### src/rtl/csm_pkg.sv
// ----------------------------------------------------------------------------
// csm_pkg
// Shared types, codes and helpers for the charger session state machine.
// ----------------------------------------------------------------------------
package csm_pkg;

    localparam int DATA_W  = 16;
    localparam int TIMER_W = 17;

    localparam logic [TIMER_W-1:0] TIMER_MAX = '1;

    // session states
    localparam logic [2:0] ST_IDLE      = 3'd0;
    localparam logic [2:0] ST_HANDSHAKE = 3'd1;
    localparam logic [2:0] ST_READY     = 3'd2;
    localparam logic [2:0] ST_CHARGING  = 3'd3;
    localparam logic [2:0] ST_STOP      = 3'd4;
    localparam logic [2:0] ST_FAULT     = 3'd5;

    // item opcodes
    localparam logic [1:0] OP_TICK    = 2'd0;
    localparam logic [1:0] OP_COMMAND = 2'd1;
    localparam logic [1:0] OP_REQUEST = 2'd2;

    // command bytes
    localparam logic [7:0] CMD_HANDSHAKE = 8'h01;
    localparam logic [7:0] CMD_READY     = 8'h02;
    localparam logic [7:0] CMD_START     = 8'h03;
    localparam logic [7:0] CMD_STOP      = 8'h04;
    localparam logic [7:0] CMD_FAULT     = 8'hFF;

    // reported status codes
    localparam logic [7:0] STATUS_IDLE      = 8'h00;
    localparam logic [7:0] STATUS_HANDSHAKE = 8'h01;
    localparam logic [7:0] STATUS_READY     = 8'h02;
    localparam logic [7:0] STATUS_CHARGING  = 8'h03;
    localparam logic [7:0] STATUS_STOP      = 8'h04;
    localparam logic [7:0] STATUS_FAULT     = 8'hFF;

    // minimum frame lengths
    localparam logic [3:0] MIN_COMMAND_LEN = 4'd1;
    localparam logic [3:0] MIN_REQUEST_LEN = 4'd4;

    // register map
    localparam int PADDR_W = 4;
    localparam logic [1:0] REG_MAX_VOLTAGE       = 2'd0;
    localparam logic [1:0] REG_MAX_CURRENT       = 2'd1;
    localparam logic [1:0] REG_HANDSHAKE_TIMEOUT = 2'd2;
    localparam logic [1:0] REG_CHARGING_TIMEOUT  = 2'd3;

    localparam logic [DATA_W-1:0] RST_MAX_VOLTAGE       = 16'd500;
    localparam logic [DATA_W-1:0] RST_MAX_CURRENT       = 16'd125;
    localparam logic [DATA_W-1:0] RST_HANDSHAKE_TIMEOUT = 16'd5000;
    localparam logic [DATA_W-1:0] RST_CHARGING_TIMEOUT  = 16'd60000;

    typedef struct packed {
        logic [DATA_W-1:0] volt_cap;
        logic [DATA_W-1:0] amp_cap;
        logic [DATA_W-1:0] hs_timeout;
        logic [DATA_W-1:0] chg_timeout;
    } cfg_t;

    typedef struct packed {
        logic [1:0]        opcode;
        logic [DATA_W-1:0] tick_ms;
        logic              car_ready;
        logic [3:0]        frame_length;
        logic [7:0]        command;
        logic [DATA_W-1:0] volt_req;
        logic [DATA_W-1:0] amp_req;
    } item_t;

    // timer add, saturating at the all-ones value
    function automatic logic [TIMER_W-1:0] sat_add(
        input logic [TIMER_W-1:0] t,
        input logic [DATA_W-1:0]  d
    );
        logic [TIMER_W:0] sum;
        begin
            sum = {1'b0, t} + {{(TIMER_W+1-DATA_W){1'b0}}, d};
            sat_add = sum[TIMER_W] ? TIMER_MAX : sum[TIMER_W-1:0];
        end
    endfunction

endpackage

### src/rtl/csm_if.sv
// ----------------------------------------------------------------------------
// csm_if
// Valid/ready channels for session items and session results.
// ----------------------------------------------------------------------------
interface csm_item_if;
    logic        valid;
    logic        ready;
    logic [1:0]  opcode;
    logic [15:0] tick_ms;
    logic        car_ready;
    logic [3:0]  frame_length;
    logic [7:0]  command;
    logic [15:0] volt_req;
    logic [15:0] amp_req;

    modport source (
        output valid, opcode, tick_ms, car_ready, frame_length, command,
               volt_req, amp_req,
        input  ready
    );
    modport sink (
        input  valid, opcode, tick_ms, car_ready, frame_length, command,
               volt_req, amp_req,
        output ready
    );
endinterface

interface csm_result_if;
    logic        valid;
    logic        ready;
    logic [7:0]  status_code;
    logic        fault_flag;
    logic        twelve_volt_on;
    logic        contactor_on;
    logic [15:0] report_voltage;
    logic [15:0] report_current;

    modport source (
        output valid, status_code, fault_flag, twelve_volt_on, contactor_on,
               report_voltage, report_current,
        input  ready
    );
    modport sink (
        input  valid, status_code, fault_flag, twelve_volt_on, contactor_on,
               report_voltage, report_current,
        output ready
    );
endinterface

### src/rtl/charger_session_state_machine.sv
// ----------------------------------------------------------------------------
// charger_session_state_machine
// Charger side of a DC charging session: tick, command and request items
// in, one status result out per item.
// ----------------------------------------------------------------------------
// Each request on in_ch produces exactly one result on out_ch, in order. The
// block takes one request per clock cycle; a request passes an input register
// and the combinational session update into the result register that offers
// its result on out_ch. The only stall comes from out_ch:
// while a result waits, one more request is still accepted into the input
// register. Configuration registers are APB mapped at 0x0 (max voltage),
// 0x4 (max current), 0x8 (handshake timeout, ms) and 0xC (charging timeout,
// ms), 16 bits each; write them only while no request is in flight.
module charger_session_state_machine (
    input  logic                        clk,
    input  logic                        rst_n,
    input  logic                        psel,
    input  logic                        penable,
    input  logic                        pwrite,
    input  logic [csm_pkg::PADDR_W-1:0] paddr,
    input  logic [31:0]                 pwdata,
    output logic [31:0]                 prdata,
    output logic                        pready,
    csm_item_if.sink                    in_ch,
    csm_result_if.source                out_ch
);

    csm_pkg::cfg_t  cfg;
    csm_pkg::item_t item;
    logic           item_valid;
    logic           take;

    csm_cfg_regs u_cfg_regs (
        .clk     (clk),
        .rst_n   (rst_n),
        .psel    (psel),
        .penable (penable),
        .pwrite  (pwrite),
        .paddr   (paddr),
        .pwdata  (pwdata),
        .prdata  (prdata),
        .pready  (pready),
        .cfg     (cfg)
    );

    csm_in_stage u_in_stage (
        .clk        (clk),
        .rst_n      (rst_n),
        .in_ch      (in_ch),
        .take       (take),
        .item_valid (item_valid),
        .item       (item)
    );

    csm_session u_session (
        .clk        (clk),
        .rst_n      (rst_n),
        .cfg        (cfg),
        .item_valid (item_valid),
        .item       (item),
        .take       (take),
        .out_ch     (out_ch)
    );

endmodule

### src/rtl/csm_cfg_regs.sv
// ----------------------------------------------------------------------------
// csm_cfg_regs
// APB register file holding the voltage/current clamps and the timeouts.
// ----------------------------------------------------------------------------
module csm_cfg_regs (
    input  logic                          clk,
    input  logic                          rst_n,
    input  logic                          psel,
    input  logic                          penable,
    input  logic                          pwrite,
    input  logic [csm_pkg::PADDR_W-1:0]   paddr,
    input  logic [31:0]                   pwdata,
    output logic [31:0]                   prdata,
    output logic                          pready,
    output csm_pkg::cfg_t                 cfg
);

    csm_pkg::cfg_t cfg_reg;
    csm_pkg::cfg_t cfg_next;
    logic [1:0]    reg_index;
    logic          wr_en;
    logic [15:0]   rd_value;

    assign pready    = 1'b1;
    assign reg_index = paddr[3:2];
    assign wr_en     = psel && penable && pwrite && pready;

    always_comb
    begin
        cfg_next = cfg_reg;
        if (wr_en)
        begin
            case (reg_index)
                csm_pkg::REG_MAX_VOLTAGE:       cfg_next.volt_cap = pwdata[15:0];
                csm_pkg::REG_MAX_CURRENT:       cfg_next.amp_cap = pwdata[15:0];
                csm_pkg::REG_HANDSHAKE_TIMEOUT: cfg_next.hs_timeout = pwdata[15:0];
                csm_pkg::REG_CHARGING_TIMEOUT:  cfg_next.chg_timeout = pwdata[15:0];
                default:                        cfg_next = cfg_reg;
            endcase
        end
    end

    always_comb
    begin
        case (reg_index)
            csm_pkg::REG_MAX_VOLTAGE:       rd_value = cfg_reg.volt_cap;
            csm_pkg::REG_MAX_CURRENT:       rd_value = cfg_reg.amp_cap;
            csm_pkg::REG_HANDSHAKE_TIMEOUT: rd_value = cfg_reg.hs_timeout;
            csm_pkg::REG_CHARGING_TIMEOUT:  rd_value = cfg_reg.chg_timeout;
            default:                        rd_value = '0;
        endcase
    end

    assign prdata = {16'd0, rd_value};
    assign cfg    = cfg_reg;

    always_ff @(posedge clk or negedge rst_n)
    begin
        if (!rst_n)
        begin
            cfg_reg.volt_cap    <= csm_pkg::RST_MAX_VOLTAGE;
            cfg_reg.amp_cap     <= csm_pkg::RST_MAX_CURRENT;
            cfg_reg.hs_timeout  <= csm_pkg::RST_HANDSHAKE_TIMEOUT;
            cfg_reg.chg_timeout <= csm_pkg::RST_CHARGING_TIMEOUT;
        end
        else
        begin
            cfg_reg <= cfg_next;
        end
    end

endmodule

### src/rtl/csm_in_stage.sv
// ----------------------------------------------------------------------------
// csm_in_stage
// Input register: captures one request and holds it until the session
// logic takes it.
// ----------------------------------------------------------------------------
module csm_in_stage (
    input  logic           clk,
    input  logic           rst_n,
    csm_item_if.sink       in_ch,
    input  logic           take,
    output logic           item_valid,
    output csm_pkg::item_t item
);

    logic           valid_reg;
    logic           valid_next;
    csm_pkg::item_t item_reg;
    logic           accept;

    // a held request leaves in the same cycle a new one arrives
    assign in_ch.ready = !valid_reg || take;
    assign accept      = in_ch.valid && in_ch.ready;

    always_comb
    begin
        if (accept)
            valid_next = 1'b1;
        else if (take)
            valid_next = 1'b0;
        else
            valid_next = valid_reg;
    end

    always_ff @(posedge clk or negedge rst_n)
    begin
        if (!rst_n)
            valid_reg <= 1'b0;
        else
            valid_reg <= valid_next;
    end

    always_ff @(posedge clk)
    begin
        if (accept)
        begin
            item_reg.opcode       <= in_ch.opcode;
            item_reg.tick_ms      <= in_ch.tick_ms;
            item_reg.car_ready    <= in_ch.car_ready;
            item_reg.frame_length <= in_ch.frame_length;
            item_reg.command      <= in_ch.command;
            item_reg.volt_req     <= in_ch.volt_req;
            item_reg.amp_req      <= in_ch.amp_req;
        end
    end

    assign item_valid = valid_reg;
    assign item       = item_reg;

endmodule

### src/rtl/csm_session.sv
// ----------------------------------------------------------------------------
// csm_session
// Session state, timers and output levels, updated once per request, with
// the result register toward the output channel.
// ----------------------------------------------------------------------------
module csm_session (
    input  logic           clk,
    input  logic           rst_n,
    input  csm_pkg::cfg_t  cfg,
    input  logic           item_valid,
    input  csm_pkg::item_t item,
    output logic           take,
    csm_result_if.source   out_ch
);

    logic [2:0]                       state_reg, state_next;
    logic [csm_pkg::TIMER_W-1:0]      hs_elapsed_reg, hs_elapsed_next;
    logic [csm_pkg::TIMER_W-1:0]      ch_elapsed_reg, ch_elapsed_next;
    logic                             supply_reg, supply_next;
    logic                             contactor_reg, contactor_next;
    logic [csm_pkg::DATA_W-1:0]       held_voltage_reg, held_voltage_next;
    logic [csm_pkg::DATA_W-1:0]       held_current_reg, held_current_next;

    logic                             out_valid_reg, out_valid_next;
    logic [7:0]                       status_reg, status_next;
    logic                             fault_reg;
    logic                             twelve_reg;
    logic                             cont_out_reg;
    logic [csm_pkg::DATA_W-1:0]       rep_voltage_reg, rep_voltage_next;
    logic [csm_pkg::DATA_W-1:0]       rep_current_reg, rep_current_next;

    logic                             advance;
    logic                             fire;
    logic                             report;

    assign advance = !out_valid_reg || out_ch.ready;
    assign fire    = item_valid && advance;
    assign take    = advance;

    always_comb
    begin
        state_next        = state_reg;
        hs_elapsed_next   = hs_elapsed_reg;
        ch_elapsed_next   = ch_elapsed_reg;
        supply_next       = supply_reg;
        contactor_next    = contactor_reg;
        held_voltage_next = held_voltage_reg;
        held_current_next = held_current_reg;

        case (item.opcode)
            csm_pkg::OP_TICK:
            begin
                case (state_reg)
                    csm_pkg::ST_IDLE:
                    begin
                        supply_next    = 1'b0;
                        contactor_next = 1'b0;
                    end
                    csm_pkg::ST_HANDSHAKE:
                    begin
                        supply_next     = 1'b1;
                        hs_elapsed_next = csm_pkg::sat_add(hs_elapsed_reg, item.tick_ms);
                        if (hs_elapsed_next > {1'b0, cfg.hs_timeout})
                            state_next = csm_pkg::ST_FAULT;
                    end
                    csm_pkg::ST_READY:
                    begin
                        if (!item.car_ready)
                            state_next = csm_pkg::ST_FAULT;
                    end
                    csm_pkg::ST_CHARGING:
                    begin
                        contactor_next  = 1'b1;
                        ch_elapsed_next = csm_pkg::sat_add(ch_elapsed_reg, item.tick_ms);
                        if (!item.car_ready ||
                            ch_elapsed_next > {1'b0, cfg.chg_timeout})
                            state_next = csm_pkg::ST_STOP;
                    end
                    csm_pkg::ST_STOP:
                    begin
                        contactor_next = 1'b0;
                        state_next     = csm_pkg::ST_IDLE;
                    end
                    default:
                    begin
                        state_next     = csm_pkg::ST_FAULT;
                        supply_next    = 1'b0;
                        contactor_next = 1'b0;
                    end
                endcase
            end
            csm_pkg::OP_COMMAND:
            begin
                if (item.frame_length >= csm_pkg::MIN_COMMAND_LEN)
                begin
                    case (item.command)
                        csm_pkg::CMD_HANDSHAKE:
                        begin
                            if (state_reg == csm_pkg::ST_IDLE)
                            begin
                                state_next      = csm_pkg::ST_HANDSHAKE;
                                hs_elapsed_next = '0;
                            end
                        end
                        csm_pkg::CMD_READY:
                        begin
                            if (state_reg == csm_pkg::ST_HANDSHAKE)
                            begin
                                state_next      = csm_pkg::ST_READY;
                                hs_elapsed_next = '0;
                            end
                        end
                        csm_pkg::CMD_START:
                        begin
                            if (state_reg == csm_pkg::ST_READY)
                            begin
                                state_next      = csm_pkg::ST_CHARGING;
                                ch_elapsed_next = '0;
                            end
                        end
                        csm_pkg::CMD_STOP:
                        begin
                            if (state_reg == csm_pkg::ST_READY ||
                                state_reg == csm_pkg::ST_CHARGING)
                                state_next = csm_pkg::ST_STOP;
                        end
                        csm_pkg::CMD_FAULT:
                        begin
                            state_next = csm_pkg::ST_FAULT;
                        end
                        default:
                        begin
                            state_next = state_reg;
                        end
                    endcase
                end
            end
            csm_pkg::OP_REQUEST:
            begin
                if (item.frame_length >= csm_pkg::MIN_REQUEST_LEN)
                begin
                    held_voltage_next = (item.volt_req <= cfg.volt_cap) ?
                                        item.volt_req : cfg.volt_cap;
                    held_current_next = (item.amp_req <= cfg.amp_cap) ?
                                        item.amp_req : cfg.amp_cap;
                end
            end
            default:
            begin
                state_next = state_reg;
            end
        endcase
    end

    always_comb
    begin
        case (state_next)
            csm_pkg::ST_IDLE:      status_next = csm_pkg::STATUS_IDLE;
            csm_pkg::ST_HANDSHAKE: status_next = csm_pkg::STATUS_HANDSHAKE;
            csm_pkg::ST_READY:     status_next = csm_pkg::STATUS_READY;
            csm_pkg::ST_CHARGING:  status_next = csm_pkg::STATUS_CHARGING;
            csm_pkg::ST_STOP:      status_next = csm_pkg::STATUS_STOP;
            default:               status_next = csm_pkg::STATUS_FAULT;
        endcase
    end

    assign report           = (state_next == csm_pkg::ST_READY) ||
                              (state_next == csm_pkg::ST_CHARGING);
    assign rep_voltage_next = report ? held_voltage_next : '0;
    assign rep_current_next = report ? held_current_next : '0;

    always_comb
    begin
        if (fire)
            out_valid_next = 1'b1;
        else if (out_ch.ready)
            out_valid_next = 1'b0;
        else
            out_valid_next = out_valid_reg;
    end

    always_ff @(posedge clk or negedge rst_n)
    begin
        if (!rst_n)
        begin
            state_reg        <= csm_pkg::ST_IDLE;
            hs_elapsed_reg   <= '0;
            ch_elapsed_reg   <= '0;
            supply_reg       <= 1'b0;
            contactor_reg    <= 1'b0;
            held_voltage_reg <= '0;
            held_current_reg <= '0;
            out_valid_reg    <= 1'b0;
        end
        else
        begin
            out_valid_reg <= out_valid_next;
            if (fire)
            begin
                state_reg        <= state_next;
                hs_elapsed_reg   <= hs_elapsed_next;
                ch_elapsed_reg   <= ch_elapsed_next;
                supply_reg       <= supply_next;
                contactor_reg    <= contactor_next;
                held_voltage_reg <= held_voltage_next;
                held_current_reg <= held_current_next;
            end
        end
    end

    always_ff @(posedge clk)
    begin
        if (fire)
        begin
            status_reg      <= status_next;
            fault_reg       <= (status_next == csm_pkg::STATUS_FAULT);
            twelve_reg      <= supply_next;
            cont_out_reg    <= contactor_next;
            rep_voltage_reg <= rep_voltage_next;
            rep_current_reg <= rep_current_next;
        end
    end

    assign out_ch.valid          = out_valid_reg;
    assign out_ch.status_code    = status_reg;
    assign out_ch.fault_flag     = fault_reg;
    assign out_ch.twelve_volt_on = twelve_reg;
    assign out_ch.contactor_on   = cont_out_reg;
    assign out_ch.report_voltage = rep_voltage_reg;
    assign out_ch.report_current = rep_current_reg;

`ifndef SYNTHESIS
    // fault holds until reset
    a_fault_terminal: assert property (@(posedge clk) disable iff (!rst_n)
        state_reg == csm_pkg::ST_FAULT |=> state_reg == csm_pkg::ST_FAULT)
        else $error("session left fault state");

    // session state moves only when a request is processed
    a_state_hold: assert property (@(posedge clk) disable iff (!rst_n)
        !fire |=> $stable(state_reg) && $stable(hs_elapsed_reg) && $stable(ch_elapsed_reg))
        else $error("session state changed without a request");

    // fault flag agrees with status code
    a_fault_flag: assert property (@(posedge clk) disable iff (!rst_n)
        out_valid_reg |-> fault_reg == (status_reg == csm_pkg::STATUS_FAULT))
        else $error("fault flag disagrees with status code");

    // request values are reported only while ready or charging
    a_report_gate: assert property (@(posedge clk) disable iff (!rst_n)
        out_valid_reg && status_reg != csm_pkg::STATUS_READY &&
        status_reg != csm_pkg::STATUS_CHARGING
        |-> rep_voltage_reg == '0 && rep_current_reg == '0)
        else $error("request reported outside ready or charging");

    // a processed request always leaves a result pending
    a_result_pending: assert property (@(posedge clk) disable iff (!rst_n)
        fire |=> out_valid_reg)
        else $error("processed request produced no result");
`endif

endmodule

### src/flat_wrapper.sv
// flat-port wrapper written by rule: the top's interface ports become plain ports
module charger_session_state_machine_flat 
  (clk, rst_n, psel, penable, pwrite, paddr, pwdata, prdata, pready, in_ch_valid, in_ch_opcode, in_ch_tick_ms, in_ch_car_ready, in_ch_frame_length, in_ch_command, in_ch_volt_req, in_ch_amp_req, in_ch_ready, out_ch_valid, out_ch_status_code, out_ch_fault_flag, out_ch_twelve_volt_on, out_ch_contactor_on, out_ch_report_voltage, out_ch_report_current, out_ch_ready);
  csm_item_if in_ch_i ();
  csm_result_if out_ch_i ();
  input  logic clk;
  input  logic rst_n;
  input  logic psel;
  input  logic penable;
  input  logic pwrite;
  input  logic [csm_pkg::PADDR_W-1:0] paddr;
  input  logic [31:0] pwdata;
  output logic [31:0] prdata;
  output logic pready;
  input wire logic [$bits(in_ch_i.valid)-1:0] in_ch_valid;
  input wire logic [$bits(in_ch_i.opcode)-1:0] in_ch_opcode;
  input wire logic [$bits(in_ch_i.tick_ms)-1:0] in_ch_tick_ms;
  input wire logic [$bits(in_ch_i.car_ready)-1:0] in_ch_car_ready;
  input wire logic [$bits(in_ch_i.frame_length)-1:0] in_ch_frame_length;
  input wire logic [$bits(in_ch_i.command)-1:0] in_ch_command;
  input wire logic [$bits(in_ch_i.volt_req)-1:0] in_ch_volt_req;
  input wire logic [$bits(in_ch_i.amp_req)-1:0] in_ch_amp_req;
  output wire logic [$bits(in_ch_i.ready)-1:0] in_ch_ready;
  output wire logic [$bits(out_ch_i.valid)-1:0] out_ch_valid;
  output wire logic [$bits(out_ch_i.status_code)-1:0] out_ch_status_code;
  output wire logic [$bits(out_ch_i.fault_flag)-1:0] out_ch_fault_flag;
  output wire logic [$bits(out_ch_i.twelve_volt_on)-1:0] out_ch_twelve_volt_on;
  output wire logic [$bits(out_ch_i.contactor_on)-1:0] out_ch_contactor_on;
  output wire logic [$bits(out_ch_i.report_voltage)-1:0] out_ch_report_voltage;
  output wire logic [$bits(out_ch_i.report_current)-1:0] out_ch_report_current;
  input wire logic [$bits(out_ch_i.ready)-1:0] out_ch_ready;
  assign in_ch_i.valid = in_ch_valid;
  assign in_ch_i.opcode = in_ch_opcode;
  assign in_ch_i.tick_ms = in_ch_tick_ms;
  assign in_ch_i.car_ready = in_ch_car_ready;
  assign in_ch_i.frame_length = in_ch_frame_length;
  assign in_ch_i.command = in_ch_command;
  assign in_ch_i.volt_req = in_ch_volt_req;
  assign in_ch_i.amp_req = in_ch_amp_req;
  assign in_ch_ready = in_ch_i.ready;
  assign out_ch_valid = out_ch_i.valid;
  assign out_ch_status_code = out_ch_i.status_code;
  assign out_ch_fault_flag = out_ch_i.fault_flag;
  assign out_ch_twelve_volt_on = out_ch_i.twelve_volt_on;
  assign out_ch_contactor_on = out_ch_i.contactor_on;
  assign out_ch_report_voltage = out_ch_i.report_voltage;
  assign out_ch_report_current = out_ch_i.report_current;
  assign out_ch_i.ready = out_ch_ready;
  charger_session_state_machine u_core (.clk(clk), .rst_n(rst_n), .psel(psel), .penable(penable), .pwrite(pwrite), .paddr(paddr), .pwdata(pwdata), .prdata(prdata), .pready(pready), .in_ch(in_ch_i), .out_ch(out_ch_i));
endmodule
### config.mk
export PLATFORM = sky130hd
export DESIGN_NAME = charger_session_state_machine_flat
export DESIGN_NICKNAME = d
export VERILOG_FILES = /design/src/rtl/csm_pkg.sv /design/src/rtl/csm_if.sv /design/src/rtl/charger_session_state_machine.sv /design/src/rtl/csm_cfg_regs.sv /design/src/rtl/csm_in_stage.sv /design/src/rtl/csm_session.sv /design/src/flat_wrapper.sv
export SDC_FILE = /design/constraint.sdc
export NUM_CORES = 1
export LEC_CHECK = 0
export ABC_AREA = 1
export BUFFER_PORTS_ARGS = -buffer_cell sky130_fd_sc_hd__buf_2
export CORE_UTILIZATION = 57
export DETAILED_ROUTE_END_ITERATION = 7
export PLACE_DENSITY = 0.83
export SETUP_SLACK_MARGIN = 0.3
export SLEW_MARGIN = 20
export SYNTH_ARGS = -nofsm -noshare
export SYNTH_HDL_FRONTEND = slang
export SYNTH_SLANG_ARGS = --single-unit
### constraint.sdc
create_clock -name clk -period 4.25 [get_ports clk]
set_input_delay 0.425 -clock clk [delete_from_list [all_inputs] [get_ports clk]]
set_output_delay 0.425 -clock clk [all_outputs]
set_load 0.05 [all_outputs]
# Yosys cells after proc, flatten, opt, wreduce, memory -nomap -nowiden
# Index checks and enable logic that the tools add are counted.
# classes
n_addsub,2
eq_ne,27
n_mux,40
order_cmp,6
shifts,0
n_div,0
mul,0
bitwise_logic,0
reduce_logical,27
# ops
op,count
17-bit two-way mux,10
17-bit case mux with 2 select lines,3
16-bit two-way mux,6
16-bit case mux with 4 select lines,1
8-bit case mux with 5 select lines,1
17-bit by 16-bit adder with 18-bit output,2
17-bit by 16-bit > comparator with 1-bit output,2
16-bit less-or-equal comparator,2
3-bit case mux with 5 select lines,2
3-bit two-way mux,8
"8-bit by 2-bit equality test with 1-bit output, second input constant",2
"8-bit equality test, second input constant",2
"3-bit by 2-bit equality test with 1-bit output, second input constant",4
"8-bit by 1-bit equality test with 1-bit output, second input constant",1
"8-bit by 3-bit equality test with 1-bit output, second input constant",1
"2-bit inequality test, second input constant",4
2-bit AND reduction,4
7-bit AND reduction,1
"2-bit equality test, second input constant",3
"3-bit by 1-bit equality test with 1-bit output, second input constant",2
"3-bit equality test, second input constant",2
3-bit logical NOT,2
1-bit two-way mux,6
"3-bit inequality test, second input constant",2
15 further kinds,29
# word_totals
latch_bits,0
inputBits,106
out_inout_bits,78
word_cells,128
memories,0
ff_bits,243
ramBits,0
rom_bits,0

# Logic depth before layout (Yosys ltp)
# Gate-level depths: netlist (run 1).
# depth
word_depth,10
depth_mapped,31

# By module
# Synthesis (run 1) repeated with hierarchy kept, for this count alone.
# unflattened
cells_unflattened,1657
area_unflattened_um2,14223.6
# by_module_without_submodules
module,n_inst,area_per_inst_um2,seq_area_each_um2,cells_each
csm_session,1,9029.9,2972.9,1192
csm_cfg_regs,1,3256.9,1631.6,396
csm_in_stage,1,1936.9,1916.8,69

# Worst setup path before layout (run 1)
# No wires, ideal clock.
# synth_timing
kind,register -> register
startpoint,register u_core.u_in_stage.item_reg (netlist bit u_core.u_in_stage.item[45])
endpoint,"register u_core.u_session.rep_current_reg (netlist bit u_core.u_session.out_ch.report_current[0]), data pin"
path_stages_with_launch,29
n_path_buf,1
setup_ns,0.258
synth_period_minus_slack_ns,3.538
path_slack_ns,0.712
t_required_ns,3.992
arrival_ns,3.279
path_cell_list,edfxtp_1 -> ha_1 -> fa_1 -> nand3_1 -> nand2_1 -> nand2_1 -> nand2_1 -> inv_1 -> o21ai_0 -> a21oi_1 -> or2_2 -> nand2_1 -> nor2_1 -> inv_1 -> ha_1 -> inv_1 -> nor3_1 -> nand2_1 -> nand2_1 -> nand2_1 -> nand2_1 -> nand2_1 -> nand3_1 -> nand2_1 -> nand2_1 -> nand2_2 -> nand2_4 -> buf_6 -> nor2_2
# synth_via
elab_chain_cells,9
word_cells_on_any_way,14
cone_classes,2 x add/sub; 2 x order compare; 2 x eq/ne; 6 x mux; 2 x reduce/logical
# synth_lines
element,line_no,text
start: declaration,csm_in_stage.sv:17,csm_pkg::item_t item_reg;
17-bit by 16-bit adder with 18-bit output,csm_pkg.sv:80,"sum = {1'b0, t} + {{(TIMER_W+1-DATA_W){1'b0}}, d};"
17-bit two-way mux,csm_pkg.sv:81,sat_add = sum[TIMER_W] ? TIMER_MAX : sum[TIMER_W-1:0];
17-bit by 16-bit > comparator with 1-bit output,csm_session.sv:76,"ch_elapsed_next > {1'b0, cfg.chg_timeout})"
1-bit logical OR,csm_session.sv:75,if (!item.car_ready ||
3-bit two-way mux,csm_session.sv:75,
3-bit case mux with 5 select lines (*),csm_session.sv:53,case (state_reg)
3-bit case mux with 2 select lines (*),csm_session.sv:50,case (item.opcode)
"3-bit by 2-bit equality test with 1-bit output, on equally long branches","csm_session.sv:167, csm_session.sv:168",
1-bit logical OR (*),csm_session.sv:167,assign report = (state_next == csm_pkg::ST_READY) ||
end signal: assignment,csm_session.sv:220,rep_current_reg <= rep_current_next;
end: declaration,csm_session.sv:30,"logic [csm_pkg::DATA_W-1:0] rep_current_reg, rep_current_next;"
# Every way passes the cells marked *; elsewhere a longest branch is shown, timed or not.
# A chain may end at the register's enable or synchronous reset.

# Final worst setup path (run 1)
# layout_timing
startpoint,register u_core.u_in_stage.item_reg (netlist bit u_core.u_in_stage.item[47])
endpoint,"register u_core.u_session.rep_current_reg (netlist bit u_core.u_session.out_ch.report_current[4]), data pin"
# The elaborated chain is that of the path after synthesis.

==> flow_metrics.env, run 1 <==
export IMPL_worst_pin_slew_ns=1.021
export IMPL_min_path_type="in2async"
export IMPL_place_congestion=0.9515
export IMPL_drt_initial_drc_count=1187
export IMPL_ys_warn_count=0
export IMPL_grt_first_pass_wirelength_um=56320
export IMPL_power_density_nw_per_um2=677.7
export IMPL_dp_cells=2151
export IMPL_ys_seq_elements=239
export IMPL_largest_reg_flops=64
export IMPL_cts_root_buf="clkbuf_16"
export IMPL_cts_tree="yes"
export IMPL_area_growth_pct=21.25
export IMPL_max_vdd_ir_drop_uv=432.3
export IMPL_reg2reg_from="u_core.u_in_stage.item[47]"
export IMPL_clock_fmax_ghz=0.2403
export IMPL_cts_max_level=1
export IMPL_final_cell_mix="nand2_1, inv_1, buf_2, o21ai_0, dfrtp_1"
export IMPL_stdcell_count=2234
export IMPL_worst_slew_margin_rel=0.3185
export IMPL_rr_worst_depth=27
export IMPL_fin_crit_ns=4.161
export IMPL_path_class="reg2reg"
export IMPL_layout_nets=2098
export IMPL_first_global_vias=11310
export IMPL_overflow=0
export IMPL_hold_viol_final=9
export IMPL_antenna_found_initial=0
export IMPL_grt_start_max_net_pins=138
export IMPL_status="finished, violations left"
export IMPL_avgSynthCellArea_sq_um=8.093
export IMPL_required_ns=4.57
export IMPL_critPathSlowestCell="edfxtp_1"
export IMPL_cp_max_fo=6
export IMPL_syn_area_sq_um=13860
export IMPL_fp_row_count=56
export IMPL_clk_path_buf_depth=3
export IMPL_maxSlewViolCount=0
export IMPL_async_flop_share=0.5732
export IMPL_final_common_cell="nand2_1"
export IMPL_crit_path_end_kind="register"
export IMPL_via_per_inst=5.602
export IMPL_syn_inst=1712
export IMPL_startpoint_type="register"
export IMPL_skew_ns=0.02222
export IMPL_maxCapViolations=0
export IMPL_dpl_hpwl_um=26100
export IMPL_io_pins=184
export IMPL_tns_ns=0
export IMPL_dr_pass1_iters=6
export IMPL_core_area_sq_um=23680
export IMPL_die_area_sq_um=24940
export IMPL_crit_top_cell="nand2_1"
export IMPL_seq_area_frac_synth=0.4707
export IMPL_cellLeakagePower_nw=8.321
export IMPL_vias=12520
export IMPL_cts_sinks=239
export IMPL_grtUsageTotal=0.2926
export IMPL_finalCritPeriodShare=0.9790
export IMPL_cp_arrival_ns=4.48
export IMPL_wire_per_inst_um=17.39
export IMPL_fillers=1735
export IMPL_regToRegEndpoint="u_core.u_session.out_ch.report_current[4]"
export IMPL_ant_nets=0
export IMPL_drc_errors=0
export IMPL_die_w_um=157.9
export IMPL_clkTransAtPathRegs_ns=0.06
export IMPL_portBuffers=148
export IMPL_synth_distinct_cells=50
export IMPL_drt_wl_total_um=38850
export IMPL_worst_skew_pair_late_latency_ns=0.56
export IMPL_synth_edf_count=102
export IMPL_antenna_cells=0
export IMPL_cp_slowest_stage_delay_ns=0.48
export IMPL_start_util=0.5851
export IMPL_r2r_slack_ns=0.09
export IMPL_post_route_cells_drive_above_1_share=0.2235
export IMPL_hold_ws_ns=-0.01501
export IMPL_die_height_um=157.9
export IMPL_numCtsBuffers=27
export IMPL_synth_ff_type="dfrtp_1"
export IMPL_rsz0062_at_grt="true"
export IMPL_final_setup_viol_count=0
export IMPL_violations="hold timing"
-- critical path: cells and delay by family (launching register included) --
| family | cells | cell delay, ns |
|---|---|---|
| AND/OR/NAND/NOR | 18 | 1.57 |
| AO/OA/AOI/OAI | 4 | 0.90 |
| adder cells (fa/ha/maj) | 2 | 0.54 |
| flip-flops | 1 | 0.48 |
| buffers and inverters | 3 | 0.45 |
-- cell usage after synthesis, types with 5 or more instances --
library cell  number  share of area
a21oi_1           56          0.020
a22o_1             5         0.0032
a31oi_1            5         0.0023
buf_1              6         0.0016
buf_2              5         0.0018
buf_4             21          0.011
clkbuf_1          31         0.0084
dfrtp_1          113           0.20
dfstp_2           24          0.046
edfxtp_1         102           0.22
ha_1              96          0.087
inv_1            246          0.067
nand2_1          562           0.15
nand2_2            6         0.0027
nand3_1           82          0.030
nand4_1           11         0.0050
nor2_1            96          0.026
nor2_2            15         0.0068
nor3_1             8         0.0029
o2111ai_1         15         0.0095
o21ai_0          125          0.045
o21bai_1           6         0.0033
or2_2             15         0.0068
xor2_1             7         0.0044
-- kinds of logic (layout without fill, tap and decap cells) --
| logic type | Yosys count | count (layout) | synth area share |
|---|---|---|---|
| compound gates | 244 | 244 | 0.1019 |
| xor+xnor | 11 | 11 | 0.006953 |
| fa+ha+maj | 98 | 98 | 0.08958 |
| buf+inv | 312 | 500 | 0.09229 |
| flops | 239 | 239 | 0.4707 |
| other cells | 2 | 17 | 0.0005420 |
| simple gates | 806 | 806 | 0.2381 |
-- cell type report --
class                           instances  area [sq um]  share of cell area
Clock buffer                           36         760.7             0.04528
Clock inverter                         14         157.7            0.009384
Inverter                              246         933.4             0.05556
Multi-Input combinational cell       1176          6774              0.4032
Sequential cell                       239          6521              0.3882
Tap cell                              319         399.1             0.02376
Timing Repair Buffer                  204          1254             0.07463
-- per-stage QoR --
| step | worst slack [ns] | area, sq um | util | power [mW] |
|---|---|---|---|---|
| floorplan | 0.7124 | 13910 | - | 6.602 |
| global placement | 0.2547 | 14900 | 0.6290 | 7.574 |
| detailed placement | 0.1928 | 14900 | 0.6290 | 7.768 |
| CTS | 0.2801 | 16010 | 0.6762 | 10.34 |
| global route | -0.07914 | 16800 | 0.7094 | 12.04 |
| finish | 0.08934 | 16800 | 0.7094 | 11.39 |
-- worst max-delay path by stage --
stage | from | endpoint | depth (start not counted) | slack (ns)
after floorplan | u_core.u_in_stage.item[45] | u_core.u_session.out_ch.report_current[0] | 28 | 0.71
after global placement | u_core.u_in_stage.item[55] | u_core.u_session.out_ch.report_current[12] | 28 | 0.25
after detailed placement | u_core.u_in_stage.item[55] | u_core.u_session.out_ch.report_current[13] | 28 | 0.19
after CTS | u_core.u_in_stage.item[45] | u_core.u_session.out_ch.report_current[6] | 26 | 0.28
after global routing | u_core.u_in_stage.item[47] | u_core.u_session.out_ch.report_current[8] | 27 | -0.08
final | u_core.u_in_stage.item[47] | u_core.u_session.out_ch.report_current[4] | 27 | 0.09
-- power by group --
part           internal (mW)  switching, mW  leakage, nW
Clock                   1.44          0.959        0.459
Combinational           2.08           3.46         5.16
Sequential              3.01          0.434         2.70
-- repair_timing --
item,4_1_cts,5_1_grt
hold buffers,0,0
buffers inserted,7,24
gates cloned,1,1
setup endpoints to repair,35,38
gates resized for setup,26,125
pin swaps,10,43
-- metal layers --
metal / vias up / wire length [um] / track usage
li1: 5878 / - / -
met5: - / 0 / 0
met4: 0 / 2004 / 0.1221
met1: 5826 / 15230 / 0.3777
met3: 157 / 2770 / 0.03367
met2: 654 / 18850 / 0.4993
Power figures use the tool's default switching activity.
==> run 2, diff against run 1 <==
Settings changed: CORE_UTILIZATION 57 to 40, PLACE_DENSITY 0.83 to 0.63, SYNTH_HIERARCHICAL set to 1.
==> flow_metrics.env, run 2 <==
export IMPL_cts_root_buf="clkbuf_16"
export IMPL_largest_reg_flops=64
export IMPL_finalCritPeriodShare=0.9247
export IMPL_async_flop_share=0.5732
export IMPL_fin_crit_ns=3.930
export IMPL_netlist_top_cells_area="edfxtp_1, dfrtp_1, nand2_1"
export IMPL_wire_per_inst_um=16.46
export IMPL_dpl_hpwl_um=27030
export IMPL_dr_pass1_iters=7
export IMPL_ant_nets=0
export IMPL_maxSlewViolCount=0
export IMPL_clk_path_buf_depth=3
export IMPL_clock_fmax_ghz=0.2545
export IMPL_tns_ns=0
export IMPL_maxCapViolations=0
export IMPL_layout_nets=2048
export IMPL_p_int_mw=6.543
export IMPL_crit_family="simple AND/OR/NAND/NOR gates"
export IMPL_critPathSlowestCell="edfxtp_1"
export IMPL_post_route_cells_drive_above_1_share=0.2603
export IMPL_antenna_cells=0
export IMPL_power_density_nw_per_um2=636.6
export IMPL_worst_slew_margin_rel=0.2715
export IMPL_path_class="reg2reg"
export IMPL_clkPwrFrac=0.224
export IMPL_p_sw_frac=0.4105
export IMPL_fp_row_count=68
export IMPL_synth_top_area_share=0.2153
export IMPL_seq_area_frac_synth=0.4585
export IMPL_yosysTopAreaCell="edfxtp_1"
export IMPL_cp_max_fo=7
export IMPL_drt_wl_total_um=38220
export IMPL_max_vdd_ir_drop_uv=419.4
export IMPL_ys_seq_elements=239
export IMPL_syn_inst=1657
export IMPL_drt_initial_drc_count=865
export IMPL_grt_first_pass_wirelength_um=59930
export IMPL_worst_pin_slew_ns=1.092
export IMPL_cp_slowest_stage_delay_ns=0.45
export IMPL_hold_ws_ns=0.03751
export IMPL_drc_errors=0
export IMPL_numCtsBuffers=29
export IMPL_cts_max_level=1
export IMPL_startpoint_type="register"
export IMPL_status="finished clean"
export IMPL_crit_path_end_kind="register"
export IMPL_min_path_type="in2reg"
export IMPL_area_growth_pct=22.58
export IMPL_seqPwrFrac=0.302
export IMPL_synth_ff_type="dfrtp_1"
export IMPL_grtUsageTotal=0.2103
export IMPL_final_common_cell="nand2_1"
export IMPL_overflow=0
export IMPL_hold_viol_final=0
export IMPL_switchingPower_mw=4.556
export IMPL_fillers=3253
export IMPL_die_w_um=190.6
export IMPL_place_congestion=0.8718
export IMPL_cp_arrival_ns=4.23
export IMPL_cts_tree="yes"
export IMPL_required_ns=4.55
export IMPL_antenna_found_initial=1
export IMPL_cellLeakagePower_nw=8.071
export IMPL_clkTransAtPathRegs_ns=0.06
export IMPL_via_per_inst=5.053
export IMPL_crit_top_cell="nand2_1"
export IMPL_final_setup_viol_count=0
export IMPL_avgSynthCellArea_sq_um=8.584
export IMPL_comb_power_share=0.473
export IMPL_cts_sinks=239
export IMPL_io_pins=184
export IMPL_synth_most_common_cell="nand2_1"
export IMPL_grt_start_max_net_pins=75
export IMPL_vias=11730
export IMPL_first_global_vias=11300
export IMPL_ys_warn_count=6
export IMPL_start_util=0.4087
export IMPL_rsz0062_at_grt="true"
export IMPL_synth_common_cells="nand2_1, inv_1, dfrtp_1, edfxtp_1, ha_1"
export IMPL_die_area_sq_um=36320
export IMPL_worst_skew_pair_late_latency_ns=0.56
export IMPL_final_cell_mix="nand2_1, inv_1, buf_2, dfrtp_1, edfxtp_1"
export IMPL_die_height_um=190.6
export IMPL_portBuffers=148
export IMPL_core_area_sq_um=34800
export IMPL_skew_ns=0.01839
export IMPL_syn_area_sq_um=14220
export IMPL_synth_edf_count=102
export IMPL_synth_distinct_cells=58
export IMPL_path_buf_inv=4
[run 2: cells by family (layout without fill, tap and decap cells)]
kind of cell / after synthesis / after routing / share of synthesized area
compound gates: 274 / 274 / 0.1110
xor+xnor: 12 / 12 / 0.007389
simple gates: 734 / 735 / 0.2404
buf+inv: 298 / 492 / 0.09492
other cells: 2 / 17 / 0.0005280
fa+ha+maj: 98 / 98 / 0.08726
flops: 239 / 239 / 0.4585
[run 2: timing repair]
item,in CTS,in global routing
endpoints found under the setup margin,37,39
gates resized for setup,37,123
gates cloned,2,1
hold endpoints to repair,56,0
hold buffers,1,0
pin swaps,8,57
setup buffers,7,11
[run 2: per-stage QoR]
stage / setup WS, ns / instances / cell area, sq um / utilization / power, mW
6_report: 0.3200 / 2322 / 17440 / 0.5010 / 11.10
5_1_grt: 0.1246 / 2322 / 17440 / 0.5010 / 11.91
4_1_cts: 0.3054 / 2310 / 16730 / 0.4808 / 10.42
3_5_place_dp: 0.02378 / 2246 / 15480 / 0.4448 / 7.679
3_3_place_gp: 0.09373 / 2246 / 15480 / 0.4448 / 7.558
2_1_floorplan: 0.5973 / 1672 / 14280 / - / 6.409
[run 2: area by class of cell]
type / instances / area [sq um] / share of cell area
timing repair buffer: 208 / 1343 / 0.07700
inverter: 230 / 880.8 / 0.05052
multi-input combinational: 1136 / 7159 / 0.4106
tap: 455 / 569.3 / 0.03265
sequential: 239 / 6521 / 0.3740
clock buffer: 41 / 810.8 / 0.04650
clock inverter: 13 / 151.4 / 0.008683
[run 2: worst paths after layout]
path                                            start                                   endpoint  slack (ns)  depth (start not counted)
setup / recovery           u_core/u_in_stage/item[57]  u_core/u_session/out_ch.report_voltage[0]        0.32                         28
hold / removal                     in_ch_volt_req[10]                 u_core/u_in_stage/item[26]        0.04                          1
setup reg to reg           u_core/u_in_stage/item[57]  u_core/u_session/out_ch.report_voltage[0]        0.32                         28
hold reg to reg             u_core/u_cfg_regs/cfg[24]                  u_core/u_cfg_regs/cfg[24]        0.47                          2
max in group asynchronous                       rst_n        u_core/u_session/hs_elapsed_reg[16]        2.71                          3
min in group asynchronous                       rst_n         u_core/u_session/hs_elapsed_reg[6]        0.45                          2
[run 2: worst register-to-register path: cells and delay by family (launching register included)]
kind / cells / cell delay [ns]
AOI/OAI and AO/OA: 3 / 0.47
adders and majority gates: 2 / 0.53
buffers and inverters: 4 / 0.60
DFF: 1 / 0.45
and+or+nand+nor: 19 / 1.60
[run 2: metal layers]
metal | global-route usage | wire (um)
met1 | 0.2911 | 17400
met2 | 0.3345 | 17470
met3 | 0.03423 | 2179
met4 | 0.06800 | 1159
met5 | 0 | 11
[run 2: power groups by stage]
stage / registers [mW] / clock network [mW] / logic (mW)
after global placement: 3.32 / 0 / 4.24
after global routing: 3.41 / 2.63 / 5.87
final: 3.35 / 2.49 / 5.26
after CTS: 3.31 / 2.55 / 4.57
after floorplan: 3.35 / 0 / 3.06
after detailed placement: 3.33 / 0 / 4.35
